--- src/sv/hst_pkg.sv ---
// Shared types and constants for the handle slot table.
// Used by the controller, the datapath, the top level and the checker.
package hst_pkg;

    // Default table geometry
    localparam int SLOT_COUNT_DEF  = 64;
    localparam int HANDLE_BITS_DEF = 32;

    // Fixed port field widths
    localparam int OP_W       = 2;
    localparam int SLOT_IDX_W = 6;
    localparam int HANDLE_W   = 32;
    localparam int STATUS_W   = 2;

    typedef enum logic [OP_W-1:0] {
        OP_PUT    = 2'd0,
        OP_GET    = 2'd1,
        OP_FIND   = 2'd2,
        OP_REMOVE = 2'd3
    } op_t;

    typedef enum logic [STATUS_W-1:0] {
        ST_OK    = 2'd0,
        ST_EMPTY = 2'd1,
        ST_FULL  = 2'd2,
        ST_NULL  = 2'd3
    } status_t;

    // Where a scan starts
    typedef enum logic [1:0] {
        SEL_SP   = 2'd0,
        SEL_ZERO = 2'd1,
        SEL_HU   = 2'd2,
        SEL_IDX  = 2'd3
    } start_sel_t;

    // How the scan address moves and when issuing ends
    typedef enum logic [1:0] {
        SCAN_ONE      = 2'd0,
        SCAN_UP_WRAP  = 2'd1,
        SCAN_UP_TO_HU = 2'd2,
        SCAN_DOWN     = 2'd3
    } scan_mode_t;

    // Controller to datapath
    typedef struct packed {
        logic       clear;
        logic       load;
        logic       scan_start;
        start_sel_t start_sel;
        scan_mode_t mode;
        logic       scan_stop;
        logic       cap_slot;
        logic       cap_handle;
        logic       commit_put;
        logic       commit_remove;
        logic       set_hu;
        logic       publish;
        status_t    pub_status;
    } dp_cmd_t;

    // Datapath to controller
    typedef struct packed {
        op_t  op;
        logic null_h;
        logic full;
        logic in_range;
        logic rd_vld;
        logic data_zero;
        logic data_match;
        logic chk_at_hu;
        logic chk_at_zero;
        logic clr_last;
    } dp_stat_t;

endpackage

--- src/sv/hst_ctrl.sv ---
// Controller for the handle slot table: sequences clear, lookup, scans and result.
// Depends on hst_pkg for the command and status structs.
module hst_ctrl
(
    input  logic              clk,
    input  logic              rst_n,
    input  logic              in_valid,
    output logic              in_ready,
    output logic              out_valid,
    input  logic              out_ready,
    input  hst_pkg::dp_stat_t stat,
    output hst_pkg::dp_cmd_t  cmd
);

    typedef enum logic [2:0] {
        S_CLEAR,
        S_IDLE,
        S_START,
        S_LOOK,
        S_SCAN,
        S_TRIM,
        S_PUB
    } state_t;

    state_t           state_reg, state_next;
    hst_pkg::status_t code_reg, code_next;
    logic             out_valid_reg, out_valid_next;

    assign in_ready  = (state_reg == S_IDLE);
    assign out_valid = out_valid_reg;

    // Decode state and datapath status into commands
    always_comb
    begin
        cmd        = '0;
        state_next = state_reg;
        code_next  = code_reg;

        case (state_reg)
            S_CLEAR:
            begin
                cmd.clear = 1'b1;
                if (stat.clr_last)
                begin
                    state_next = S_IDLE;
                end
            end

            S_IDLE:
            begin
                if (in_valid)
                begin
                    cmd.load   = 1'b1;
                    state_next = S_START;
                end
            end

            S_START:
            begin
                case (stat.op)
                    hst_pkg::OP_PUT:
                    begin
                        if (stat.null_h)
                        begin
                            code_next  = hst_pkg::ST_NULL;
                            state_next = S_PUB;
                        end
                        else if (stat.full)
                        begin
                            code_next  = hst_pkg::ST_FULL;
                            state_next = S_PUB;
                        end
                        else
                        begin
                            cmd.scan_start = 1'b1;
                            cmd.start_sel  = hst_pkg::SEL_SP;
                            cmd.mode       = hst_pkg::SCAN_UP_WRAP;
                            state_next     = S_SCAN;
                        end
                    end
                    hst_pkg::OP_FIND:
                    begin
                        if (stat.null_h)
                        begin
                            code_next  = hst_pkg::ST_NULL;
                            state_next = S_PUB;
                        end
                        else
                        begin
                            cmd.scan_start = 1'b1;
                            cmd.start_sel  = hst_pkg::SEL_ZERO;
                            cmd.mode       = hst_pkg::SCAN_UP_TO_HU;
                            state_next     = S_SCAN;
                        end
                    end
                    default:
                    begin
                        // get and remove read one addressed slot
                        if (stat.in_range)
                        begin
                            cmd.scan_start = 1'b1;
                            cmd.start_sel  = hst_pkg::SEL_IDX;
                            cmd.mode       = hst_pkg::SCAN_ONE;
                            state_next     = S_LOOK;
                        end
                        else
                        begin
                            code_next  = hst_pkg::ST_EMPTY;
                            state_next = S_PUB;
                        end
                    end
                endcase
            end

            S_LOOK:
            begin
                if (stat.rd_vld)
                begin
                    if (stat.data_zero)
                    begin
                        code_next  = hst_pkg::ST_EMPTY;
                        state_next = S_PUB;
                    end
                    else if (stat.op == hst_pkg::OP_REMOVE)
                    begin
                        // free the slot, then walk the highest-used mark down
                        cmd.cap_handle    = 1'b1;
                        cmd.commit_remove = 1'b1;
                        cmd.scan_start    = 1'b1;
                        cmd.start_sel     = hst_pkg::SEL_HU;
                        cmd.mode          = hst_pkg::SCAN_DOWN;
                        state_next        = S_TRIM;
                    end
                    else
                    begin
                        cmd.cap_handle = 1'b1;
                        code_next      = hst_pkg::ST_OK;
                        state_next     = S_PUB;
                    end
                end
            end

            S_SCAN:
            begin
                if (stat.rd_vld)
                begin
                    if (stat.op == hst_pkg::OP_PUT)
                    begin
                        if (stat.data_zero)
                        begin
                            cmd.commit_put = 1'b1;
                            cmd.cap_slot   = 1'b1;
                            cmd.scan_stop  = 1'b1;
                            code_next      = hst_pkg::ST_OK;
                            state_next     = S_PUB;
                        end
                    end
                    else if (stat.data_match)
                    begin
                        cmd.cap_slot  = 1'b1;
                        cmd.scan_stop = 1'b1;
                        code_next     = hst_pkg::ST_OK;
                        state_next    = S_PUB;
                    end
                    else if (stat.chk_at_hu)
                    begin
                        cmd.scan_stop = 1'b1;
                        code_next     = hst_pkg::ST_EMPTY;
                        state_next    = S_PUB;
                    end
                end
            end

            S_TRIM:
            begin
                if (stat.rd_vld && (!stat.data_zero || stat.chk_at_zero))
                begin
                    cmd.set_hu    = 1'b1;
                    cmd.scan_stop = 1'b1;
                    code_next     = hst_pkg::ST_OK;
                    state_next    = S_PUB;
                end
            end

            S_PUB:
            begin
                // wait for the output register to free up
                if (!out_valid_reg || out_ready)
                begin
                    cmd.publish    = 1'b1;
                    cmd.pub_status = code_reg;
                    state_next     = S_IDLE;
                end
            end

            default:
            begin
                state_next = S_IDLE;
            end
        endcase

        if (cmd.publish)
        begin
            out_valid_next = 1'b1;
        end
        else if (out_ready)
        begin
            out_valid_next = 1'b0;
        end
        else
        begin
            out_valid_next = out_valid_reg;
        end
    end

    // Hold state and registered outputs
    always_ff @(posedge clk or negedge rst_n)
    begin
        if (!rst_n)
        begin
            state_reg     <= S_CLEAR;
            code_reg      <= hst_pkg::ST_OK;
            out_valid_reg <= 1'b0;
        end
        else
        begin
            state_reg     <= state_next;
            code_reg      <= code_next;
            out_valid_reg <= out_valid_next;
        end
    end

endmodule

--- src/sv/hst_dp.sv ---
// Datapath for the handle slot table: slot memory, scan address, marks and result.
// Depends on hst_pkg; driven by commands from hst_ctrl.
module hst_dp
#(
    parameter int SLOT_COUNT  = hst_pkg::SLOT_COUNT_DEF,
    parameter int HANDLE_BITS = hst_pkg::HANDLE_BITS_DEF
)
(
    input  logic                            clk,
    input  logic                            rst_n,
    input  logic [hst_pkg::OP_W-1:0]        opcode,
    input  logic [hst_pkg::SLOT_IDX_W-1:0]  slot_index,
    input  logic [hst_pkg::HANDLE_W-1:0]    handle_value,
    input  hst_pkg::dp_cmd_t                cmd,
    output hst_pkg::dp_stat_t               stat,
    output logic [hst_pkg::SLOT_IDX_W-1:0]  result_slot,
    output logic [hst_pkg::HANDLE_W-1:0]    result_handle,
    output logic [hst_pkg::STATUS_W-1:0]    status
);

    localparam int SW  = $clog2(SLOT_COUNT);
    localparam int CW  = $clog2(SLOT_COUNT + 1);
    localparam int HB  = HANDLE_BITS;
    localparam int IW  = hst_pkg::SLOT_IDX_W;
    localparam int HW  = hst_pkg::HANDLE_W;
    localparam int IXW = ((SW > IW) ? SW : IW) + 1;
    localparam logic [SW-1:0] LAST_SLOT = SW'(SLOT_COUNT - 1);

    // Slot memory
    logic [HB-1:0] mem [SLOT_COUNT];

    // Request
    hst_pkg::op_t op_reg;
    logic [SW-1:0] idx_reg;
    logic          in_range_reg;
    logic [HB-1:0] h_reg;

    // Scan
    logic [SW-1:0]       addr_reg;
    logic                live_reg;
    hst_pkg::scan_mode_t mode_reg;
    logic                rd_vld_reg;
    logic [SW-1:0]       chk_addr_reg;
    logic [HB-1:0]       rd_data_reg;

    // Table marks
    logic [SW-1:0] sp_reg;
    logic [SW-1:0] hu_reg;
    logic [CW-1:0] used_reg;

    // Pending and published result
    logic [SW-1:0]              pslot_reg;
    logic [HB-1:0]              phandle_reg;
    logic [IW-1:0]              result_slot_reg;
    logic [HW-1:0]              result_handle_reg;
    logic [hst_pkg::STATUS_W-1:0] status_reg;

    logic [HB+HW-1:0] h_wide;
    logic [HB-1:0]    h_in;
    logic [SW+IW-1:0] idx_wide;
    logic [SW-1:0]    idx_in;
    logic             in_range_in;
    logic [SW-1:0]    start_addr;
    logic [SW-1:0]    adv_addr;
    logic             last_issue;
    logic             mem_we;
    logic [SW-1:0]    mem_waddr;
    logic [HB-1:0]    mem_wdata;
    logic             rd_en;
    logic [IW+SW-1:0] slot_wide;
    logic [HW+HB-1:0] handle_wide;

    // Fit request fields to internal widths
    assign h_wide      = {{HB{1'b0}}, handle_value};
    assign h_in        = h_wide[HB-1:0];
    assign idx_wide    = {{SW{1'b0}}, slot_index};
    assign idx_in      = idx_wide[SW-1:0];
    assign in_range_in = (IXW'(slot_index) < IXW'(SLOT_COUNT));

    // Pick scan start
    always_comb
    begin
        case (cmd.start_sel)
            hst_pkg::SEL_SP:  start_addr = sp_reg;
            hst_pkg::SEL_HU:  start_addr = hu_reg;
            hst_pkg::SEL_IDX: start_addr = idx_reg;
            default:          start_addr = '0;
        endcase
    end

    // Advance the scan address and spot the final issue
    always_comb
    begin
        case (mode_reg)
            hst_pkg::SCAN_DOWN:
            begin
                adv_addr   = addr_reg - SW'(1);
                last_issue = (addr_reg == '0);
            end
            hst_pkg::SCAN_UP_WRAP:
            begin
                adv_addr   = (addr_reg == LAST_SLOT) ? '0 : addr_reg + SW'(1);
                last_issue = 1'b0;
            end
            hst_pkg::SCAN_UP_TO_HU:
            begin
                adv_addr   = addr_reg + SW'(1);
                last_issue = (addr_reg == hu_reg);
            end
            default:
            begin
                adv_addr   = addr_reg + SW'(1);
                last_issue = 1'b1;
            end
        endcase
    end

    // Memory port selection
    assign mem_we    = cmd.clear | cmd.commit_put | cmd.commit_remove;
    assign mem_waddr = cmd.clear ? addr_reg : chk_addr_reg;
    assign mem_wdata = cmd.commit_put ? h_reg : '0;
    assign rd_en     = live_reg & ~cmd.scan_stop;

    always_ff @(posedge clk)
    begin
        if (mem_we)
        begin
            mem[mem_waddr] <= mem_wdata;
        end
        if (rd_en)
        begin
            rd_data_reg  <= mem[addr_reg];
            chk_addr_reg <= addr_reg;
        end
    end

    // Latch request and result payload
    always_ff @(posedge clk)
    begin
        if (cmd.load)
        begin
            idx_reg      <= idx_in;
            in_range_reg <= in_range_in;
            h_reg        <= h_in;
        end
        if (cmd.publish)
        begin
            result_slot_reg   <= slot_wide[IW-1:0];
            result_handle_reg <= handle_wide[HW-1:0];
            status_reg        <= cmd.pub_status;
        end
    end

    // Control and table state
    always_ff @(posedge clk or negedge rst_n)
    begin
        if (!rst_n)
        begin
            op_reg      <= hst_pkg::OP_PUT;
            addr_reg    <= '0;
            live_reg    <= 1'b0;
            mode_reg    <= hst_pkg::SCAN_ONE;
            rd_vld_reg  <= 1'b0;
            sp_reg      <= '0;
            hu_reg      <= '0;
            used_reg    <= '0;
            pslot_reg   <= '0;
            phandle_reg <= '0;
        end
        else
        begin
            rd_vld_reg <= rd_en;

            if (cmd.clear)
            begin
                addr_reg <= addr_reg + SW'(1);
            end
            else if (cmd.scan_start)
            begin
                addr_reg <= start_addr;
                live_reg <= 1'b1;
                mode_reg <= cmd.mode;
            end
            else if (live_reg)
            begin
                if (cmd.scan_stop)
                begin
                    live_reg <= 1'b0;
                end
                else
                begin
                    addr_reg <= adv_addr;
                    live_reg <= ~last_issue;
                end
            end

            if (cmd.load)
            begin
                op_reg      <= hst_pkg::op_t'(opcode);
                pslot_reg   <= '0;
                phandle_reg <= '0;
            end
            if (cmd.cap_slot)
            begin
                pslot_reg <= chk_addr_reg;
            end
            if (cmd.cap_handle)
            begin
                phandle_reg <= rd_data_reg;
            end

            // Allocate: move the search pointer and raise the mark
            if (cmd.commit_put)
            begin
                sp_reg   <= chk_addr_reg;
                used_reg <= used_reg + CW'(1);
                if (chk_addr_reg > hu_reg)
                begin
                    hu_reg <= chk_addr_reg;
                end
            end
            if (cmd.commit_remove)
            begin
                used_reg <= used_reg - CW'(1);
            end
            if (cmd.set_hu)
            begin
                hu_reg <= chk_addr_reg;
            end
        end
    end

    // Status to the controller
    always_comb
    begin
        stat.op          = op_reg;
        stat.null_h      = (h_reg == '0);
        stat.full        = (used_reg == CW'(SLOT_COUNT));
        stat.in_range    = in_range_reg;
        stat.rd_vld      = rd_vld_reg;
        stat.data_zero   = (rd_data_reg == '0);
        stat.data_match  = (rd_data_reg == h_reg);
        stat.chk_at_hu   = (chk_addr_reg == hu_reg);
        stat.chk_at_zero = (chk_addr_reg == '0);
        stat.clr_last    = (addr_reg == LAST_SLOT);
    end

    // Fit result fields to port widths
    assign slot_wide   = {{IW{1'b0}}, pslot_reg};
    assign handle_wide = {{HW{1'b0}}, phandle_reg};

    assign result_slot   = result_slot_reg;
    assign result_handle = result_handle_reg;
    assign status        = status_reg;

endmodule

--- src/sv/handle_slot_table_top.sv ---
// Top level of the handle slot table: controller plus datapath.
// Depends on hst_pkg, hst_ctrl and hst_dp.
//
//   channel   handshake            payload
//   request   in_valid / in_ready  opcode, slot_index, handle_value
//   result    out_valid/ out_ready result_slot, result_handle, status
//
// One request at a time. Put probes slots from the search pointer, find reads
// slots up from slot 0, and remove walks slots down from the mark; a null or full
// put and a null find probe no slot.
// The slot memory gives one read a cycle.
// After reset the memory is zeroed one slot a cycle, with in_ready low. A stalled
// result sits in the output register; the next request is taken meanwhile and its
// result waits until the register frees.
module handle_slot_table_top
#(
    parameter int SLOT_COUNT  = hst_pkg::SLOT_COUNT_DEF,
    parameter int HANDLE_BITS = hst_pkg::HANDLE_BITS_DEF
)
(
    input  logic                            clk,
    input  logic                            rst_n,
    input  logic                            in_valid,
    output logic                            in_ready,
    input  logic [hst_pkg::OP_W-1:0]        opcode,
    input  logic [hst_pkg::SLOT_IDX_W-1:0]  slot_index,
    input  logic [hst_pkg::HANDLE_W-1:0]    handle_value,
    output logic                            out_valid,
    input  logic                            out_ready,
    output logic [hst_pkg::SLOT_IDX_W-1:0]  result_slot,
    output logic [hst_pkg::HANDLE_W-1:0]    result_handle,
    output logic [hst_pkg::STATUS_W-1:0]    status
);

    hst_pkg::dp_cmd_t  cmd;
    hst_pkg::dp_stat_t stat;

    // Sequence requests
    hst_ctrl u_ctrl
    (
        .clk       (clk),
        .rst_n     (rst_n),
        .in_valid  (in_valid),
        .in_ready  (in_ready),
        .out_valid (out_valid),
        .out_ready (out_ready),
        .stat      (stat),
        .cmd       (cmd)
    );

    // Hold the table and build results
    hst_dp
    #(
        .SLOT_COUNT  (SLOT_COUNT),
        .HANDLE_BITS (HANDLE_BITS)
    )
    u_dp
    (
        .clk           (clk),
        .rst_n         (rst_n),
        .opcode        (opcode),
        .slot_index    (slot_index),
        .handle_value  (handle_value),
        .cmd           (cmd),
        .stat          (stat),
        .result_slot   (result_slot),
        .result_handle (result_handle),
        .status        (status)
    );

endmodule

--- config.mk ---
export PLATFORM = sky130hd
export DESIGN_NAME = handle_slot_table_top
export DESIGN_NICKNAME = d
export VERILOG_FILES = /design/src/sv/hst_pkg.sv /design/src/sv/hst_ctrl.sv /design/src/sv/hst_dp.sv /design/src/sv/handle_slot_table_top.sv
export SDC_FILE = /design/constraint.sdc
export NUM_CORES = 2
export LEC_CHECK = 0
export BUFFER_PORTS_ARGS = -buffer_cell sky130_fd_sc_hd__buf_2
export CAP_MARGIN = 5
export CORE_ASPECT_RATIO = 2
export CORE_MARGIN = 5
export CORE_UTILIZATION = 55
export DETAILED_ROUTE_END_ITERATION = 8
export GPL_TIMING_DRIVEN = 1
export PLACE_DENSITY = 0.75
export SYNTH_ARGS = -nofsm -noshare
export SYNTH_HDL_FRONTEND = slang
export SYNTH_SLANG_ARGS = --single-unit
--- constraint.sdc ---
create_clock -name clk -period 7 [get_ports clk]
set_clock_uncertainty 0.1 [all_clocks]
set_input_delay 0 -clock clk [delete_from_list [all_inputs] [get_ports clk]]
set_output_delay 0 -clock clk [all_outputs]
set_load 0.005 [all_outputs]
# After elaboration in Yosys (flattened, before gate mapping)

Memories as Yosys holds them, arrays and structs flattened. A register that Yosys moved wholly into a read port is not among the register bits.
Index checks and enable logic that the tools add are counted.

Flip-flop bits (word level): 159
Memory bits (writable): 2048
Output and inout bits: 42
Memories: 1

Add/subtract/negate cells: 4
Magnitude comparators: 1
Equality and inequality tests: 31
Muxes and demuxes: 91
Bitwise logic cells: 6
Reduce and logical (&&, ||, !) cells: 26

Memories:

| name     | depth | width | read ports | clocked after Yosys merged registers in | wr ports | line         | RTL |
|---|---|---|---|---|---|---|---|
| u_dp.mem | 64    | 32    | 1          | 1                                       | 1        | hst_dp.sv:30 | `logic [HB-1:0] mem [SLOT_COUNT];` |

Operators by type and width:

| kind                 | number |
|---|---|
| $mux W32             | 3 |
| $mux W6              | 11 |
| $logic_not A32 Y1    | 2 |
| $mux W3              | 13 |
| $mux W2              | 19 |
| $eq A32 B32 Y1       | 1 |
| $mux W5              | 6 |
| $mux W1              | 27 |
| $pmux W3 S7          | 1 |
| $pmux W5 S2          | 2 |
| $pmux W6 S3          | 1 |
| $mux W7              | 2 |
| $eq A2 B2 Y1 const B | 6 |
| $eq A6 B6 Y1         | 2 |
| $logic_not A6 Y1     | 2 |
| $ne A3 B2 Y1 const B | 4 |
| $pmux W6 S2          | 1 |
| $reduce_bool A2 Y1   | 6 |
| $reduce_and A10 Y1   | 1 |
| $eq A3 B3 Y1 const B | 3 |
| $ne A2 B1 Y1 const B | 4 |
| $pmux W2 S4          | 1 |
| $reduce_and A2 Y1    | 4 |
| $reduce_and A8 Y1    | 1 |
| 28 further kinds     | 36 |

# Depth between registers and ports, before layout

Depth in word-level cells: 10
Depth in mapped cells: 11
Depth with buffers taken out: 11

# Hierarchy

From an unflattened synthesis, not the netlist that was laid out.

Cells, all modules: 4181
Area total of the unflattened synthesis: 86920.9 um^2

Modules (own cells, without submodules):

| module   | times used | cells an instance | area an instance (um^2) | seq. area each (um^2) |
|---|---|---|---|---|
| hst_dp   | 1          | 4089              | 86244.0                 | 66709.0 |
| hst_ctrl | 1          | 92                | 676.9                   | 150.1 |

# Worst setup path before layout

No wires, ideal clock.

Path type: register to register
From: register u_dp.rd_data_reg[4], read port of u_dp.mem
To: register u_dp.chk_addr_reg[0] (enable)
Setup time: 439 ps
Data arrival time: 3495 ps
Setup slack: 2966 ps
Cell stages (with the launch flop): 8
Cell sequence: edfxtp_1 > nor4_1 > nand4_1 > or2_0 > clkbuf_1 > o2111ai_1 > nand2_1 > nor2b_1

Longest elaborated chain between the ends: 8

RTL lines:

| element                                                                | line           | RTL |
|---|---|---|
| from (decl)                                                            | hst_dp.sv:44   | `logic [HB-1:0] rd_data_reg;` |
| parallel branches: the longest is 5 deep, another holds $eq A32 B32 Y1 | --             |  |
| $pmux W1 S2 *                                                          | hst_ctrl.sv:39 | `case (state_reg)` |
| $not A1 Y1 *                                                           | hst_dp.sv:122  | `assign rd_en = live_reg & ~cmd.scan_stop;` |
| $and A1 B1 Y1 *                                                        | hst_dp.sv:122  |  |
| via u_dp.rd_en                                                         | hst_dp.sv:69   | `logic rd_en;` |
| to (signal assigned)                                                   | hst_dp.sv:133  | `chk_addr_reg <= addr_reg;` |
| to (decl)                                                              | hst_dp.sv:43   | `logic [SW-1:0] chk_addr_reg;` |

Mark *: on every way through the listed nets, which the timed path passes.
A chain may end at the register's enable or synchronous reset.

# Final worst setup path

From: register u_dp.rd_data_reg[18], read port of u_dp.mem
To: memory u_dp.mem[40][20] in the netlist's numbering (enable)

Longest elaborated chain between the ends: 9

RTL lines:

| element                         | line            | RTL |
|---|---|---|
| $logic_not A32 Y1 *             | hst_dp.sv:241   | `stat.data_zero = (rd_data_reg == '0);` |
| $mux W1                         | hst_ctrl.sv:149 | `if (stat.data_zero)` |
| $mux W1                         | hst_ctrl.sv:147 | `if (stat.op == hst_pkg::OP_PUT)` |
| $mux W1                         | hst_ctrl.sv:145 | `if (stat.rd_vld)` |
| $mux W1                         | hst_ctrl.sv:39  |  |
| $or A1 B1 Y1                    | hst_dp.sv:119   | `assign mem_we = cmd.clear \| cmd.commit_put \| cmd.commit_remove;` |
| $or A1 B1 Y1 *                  | hst_dp.sv:119   |  |
| $mux W1 *                       | hst_dp.sv:126   | `if (mem_we)` |
| $mux W1 (implied by the code) * | hst_dp.sv:128   | `mem[mem_waddr] <= mem_wdata;` |
| to (decl)                       | hst_dp.sv:30    |  |

Mark *: on every way between the ends. The rest lies on a longest branch, timed or not.

==> metrics <==
status finished, final reports clean; Final HPWL DP 132,200 um; RSZ-0062 raised after global routing no; critical path endpoint u_dp.mem[40][20]; Max transition margin 10.91%; synth warn 0; fmax 181.5 MHz; grt total ovfl 0; setup_tns 0 ns; crit-path cells nor4_1 > nand4_1 > nor3_4 > nor2_1 > o22ai_1 > nand2_1 > nor2_4; max reg flops 2,048; Synth area leader edfxtp_1; ranking of synthesized cells by area edfxtp_1 75%, mux4_2 18%, dfrtp_1 2.2%, clkbuf_1 0.44%, xor2_1 0.38%; CP max-delay cell nor2_4; first-pass GRT wire length 309,700 um; largest net degree at the start of global routing 135; post-synthesis adder-cell area fraction 0.2263%; mux share of post-synthesis cell area 17.85%; Die X 290.0 um; Post-Synth XOR/XNOR Area 0.4875%; Die Y 570.0 um; largest family of logic cells by synthesized area multiplexers; core area 156,000 um2; r2r endpoint u_dp.mem[40][20]; final hold vios 0; routed wire length 215,600 um; area grow syn2layout 11.62%; initial drt markers 4,465; total power 24.57 mW; initial antenna violation count 12; share of the clock period used by the worst path 78.72%; post-route cell area 96,250 um2; Synth Area in Compound Gates 0.9779%; worst reg-to-reg setup slack 1.49 ns; setup ws final 1.489 ns; Crit Reg-Reg Startpoint u_dp.rd_data_reg[18]; TritonCTS clock tree built; number of H-tree levels 4; Max-cap violations 0; pre-CTS setup slack 2.025 ns; Final ANT Viol Nets 0; sequential area share after synthesis 77.53%; cell leakage power 24.95 nW; Avg Vias per Cell 6.572; CTS Buffer Depth 4; CTS Sinks 2,239; post-CTS setup buffer count 0; I/O pins 86; top_reg_cell synth edfxtp_1; Critical Path Max Stage Delay 1.15 ns; Syn Area/Cell 23.58 um2; R2R depth 7; Top reg by flops u_dp.mem; Placer Congestion 0.9143; final core occ 61.72%; worst-path fanout max 32; Final Max Tran Viols 0; CP Data Arrival Time 5.82 ns; Global Route Usage Sum 26.09%; CTS Buf Count 182; Root Buffer clkbuf_16; VDD IR max 0.0001864 V; pwr dens 255.2 nW/um2; cell count after synthesis 3,657; Post-Syn Area 86,240 um2; DR pass1 iterations 6; EDFF count, synth 2,164; area of the die 165,300 um2; initial cell density of the core 55.30%; via count 40,210; DRC Markers 0; ratio of cells with drive above 1 in the final layout 29.63%; # fillers 10,140; DR WL/cell 35.25 um; final setup violating endpoints 0; Hold Path Class in -> async; Setup crit end kind flop; number of distinct library cells after synthesis 66; post-synth top area share 75.35%; syn nets 3,716; synthesized flop and latch total 2,239; worst skew pair latency 0.84 ns; CP startpoint u_dp.rd_data_reg[18]; PortBufs 85; ys async rst share 3.350%; post-layout min period 5.511 ns; Final nets 3,966; Worst Setup Start Kind flop; WS Path Type reg -> reg; clock-pin slew on the worst setup and hold paths 0.07 ns; vias in the first global route 41,620; Post-DP Area 89,680 um2; Tightest Pin Transition 1.336 ns; Req. time, crit path 7.31 ns; Post-Synth Simple-Gate Area 1.727%; Core Rows 205
-- power breakdown --
part / leakage [nW] / switching (mW) / internal (mW)
sequential: 16.1 / 0.0000000000000000179 / 14.5
combinational: 6.07 / 0.0228 / 0.0414
clock: 2.76 / 4.59 / 5.46
-- area by class of cell --
type / instances / area, um2 / share of cell area [%]
flip-flops and latches: 2239 / 66880 / 69.48
multi-input cells: 1181 / 18870 / 19.61
clock buffers: 226 / 4761 / 4.946
well taps: 2070 / 2590 / 2.691
repair buffers: 251 / 2049 / 2.129
clock inverters: 91 / 889.6 / 0.9242
inverters: 52 / 195.2 / 0.2028
diodes: 8 / 20.02 / 0.02080
-- repair_timing --
| item | 4_1_cts | 5_1_grt |
|---|---|---|
| endpoints found under the hold margin | 197 | 0 |
| gates resized for setup | 0 | 0 |
| hold buffers | 88 | 0 |
-- metal layers --
metal	global-route usage (%)	routed length (um)	vias up
met4	15.30	15660	2
met2	47.75	119100	2234
met5	0	13	-
li1	-	-	16030
met1	29.15	67020	21420
met3	3.585	13830	521
-- synth_stat cells (22+ instances only) --
cell,instances
and2_1,37
xor2_1,37
inv_1,51
nand3_1,47
o21ai_0,49
clkbuf_1,100
mux4_2,672
edfxtp_1,2164
buf_2,43
dfrtp_1,75
buf_1,22
nor2_1,82
nand2_1,46
nor4_1,26
-- worst max-delay path, delay by kind of cell (launching register included) --
family | cells | cell delay [ns]
and+or+nand+nor | 6 | 4.09
DFF | 1 | 0.44
AOI/OAI and AO/OA | 1 | 0.42
-- layout by cell type, fill, tap and decap left out, types with 5 or more instances in the layout --
master | synthesis | final
nor3_1 | 8 | 8
or3_1 | 5 | 5
clkbuf_1 | 100 | 41
bufinv_16 | 0 | 17
buf_4 | 16 | 68
clkbuf_16 | 0 | 183
nor2_4 | 0 | 62
o21ai_0 | 49 | 49
nor4_1 | 26 | 26
o31ai_1 | 5 | 5
clkinv_2 | 0 | 27
nand2b_1 | 5 | 5
xor2_1 | 37 | 37
dfrtp_1 | 75 | 69
mux4_2 | 672 | 672
mux2_1 | 7 | 7
buf_2 | 43 | 84
nand2_1 | 46 | 45
diode_2 | 0 | 8
mux2i_1 | 8 | 8
a21oi_1 | 18 | 18
nand3_1 | 47 | 47
dlygate4sd3_1 | 0 | 87
and2_1 | 37 | 9
o21a_1 | 5 | 5
and3_1 | 5 | 5
mux2_2 | 9 | 9
nor2_1 | 82 | 20
edfxtp_1 | 2164 | 2164
buf_12 | 0 | 11
xnor2_1 | 11 | 11
clkinv_1 | 0 | 36
and2_2 | 0 | 27
nand4_1 | 8 | 8
inv_1 | 51 | 51
ha_1 | 14 | 14
-- how the worst min path moves through the flow --
stage | from | to | slack (ns) | depth (start not counted)
after CTS | rst_n | u_dp.phandle_reg[6] | 0.17 | 4
after global placement | handle_value[28] | u_dp.h_reg[28] | 0.08 | 1
after detailed placement | handle_value[26] | u_dp.h_reg[26] | 0.08 | 1
after floorplan | rst_n | u_ctrl.code_reg[0] | -0.40 | 0
after global routing | rst_n | u_dp.phandle_reg[13] | 0.28 | 4
final | rst_n | u_dp.phandle_reg[0] | 0.22 | 4
-- cell families after synthesis --
logic type      Yosys count
compound gates          128
xor+xnor                 48
flops                  2239
fa+ha+maj                15
simple gates            294
buf+inv                 237
mux                     696
-- stage by stage --
stage | cells | hold WS, ns
after detailed placement | 5705 | 0.07819
after global routing | 6111 | 0.2818
after floorplan | 3657 | -0.3956
final | 6118 | 0.2182
after global placement | 5705 | 0.08137
after CTS | 6110 | 0.1732
Note: power is estimated with default switching activity, not from simulation.
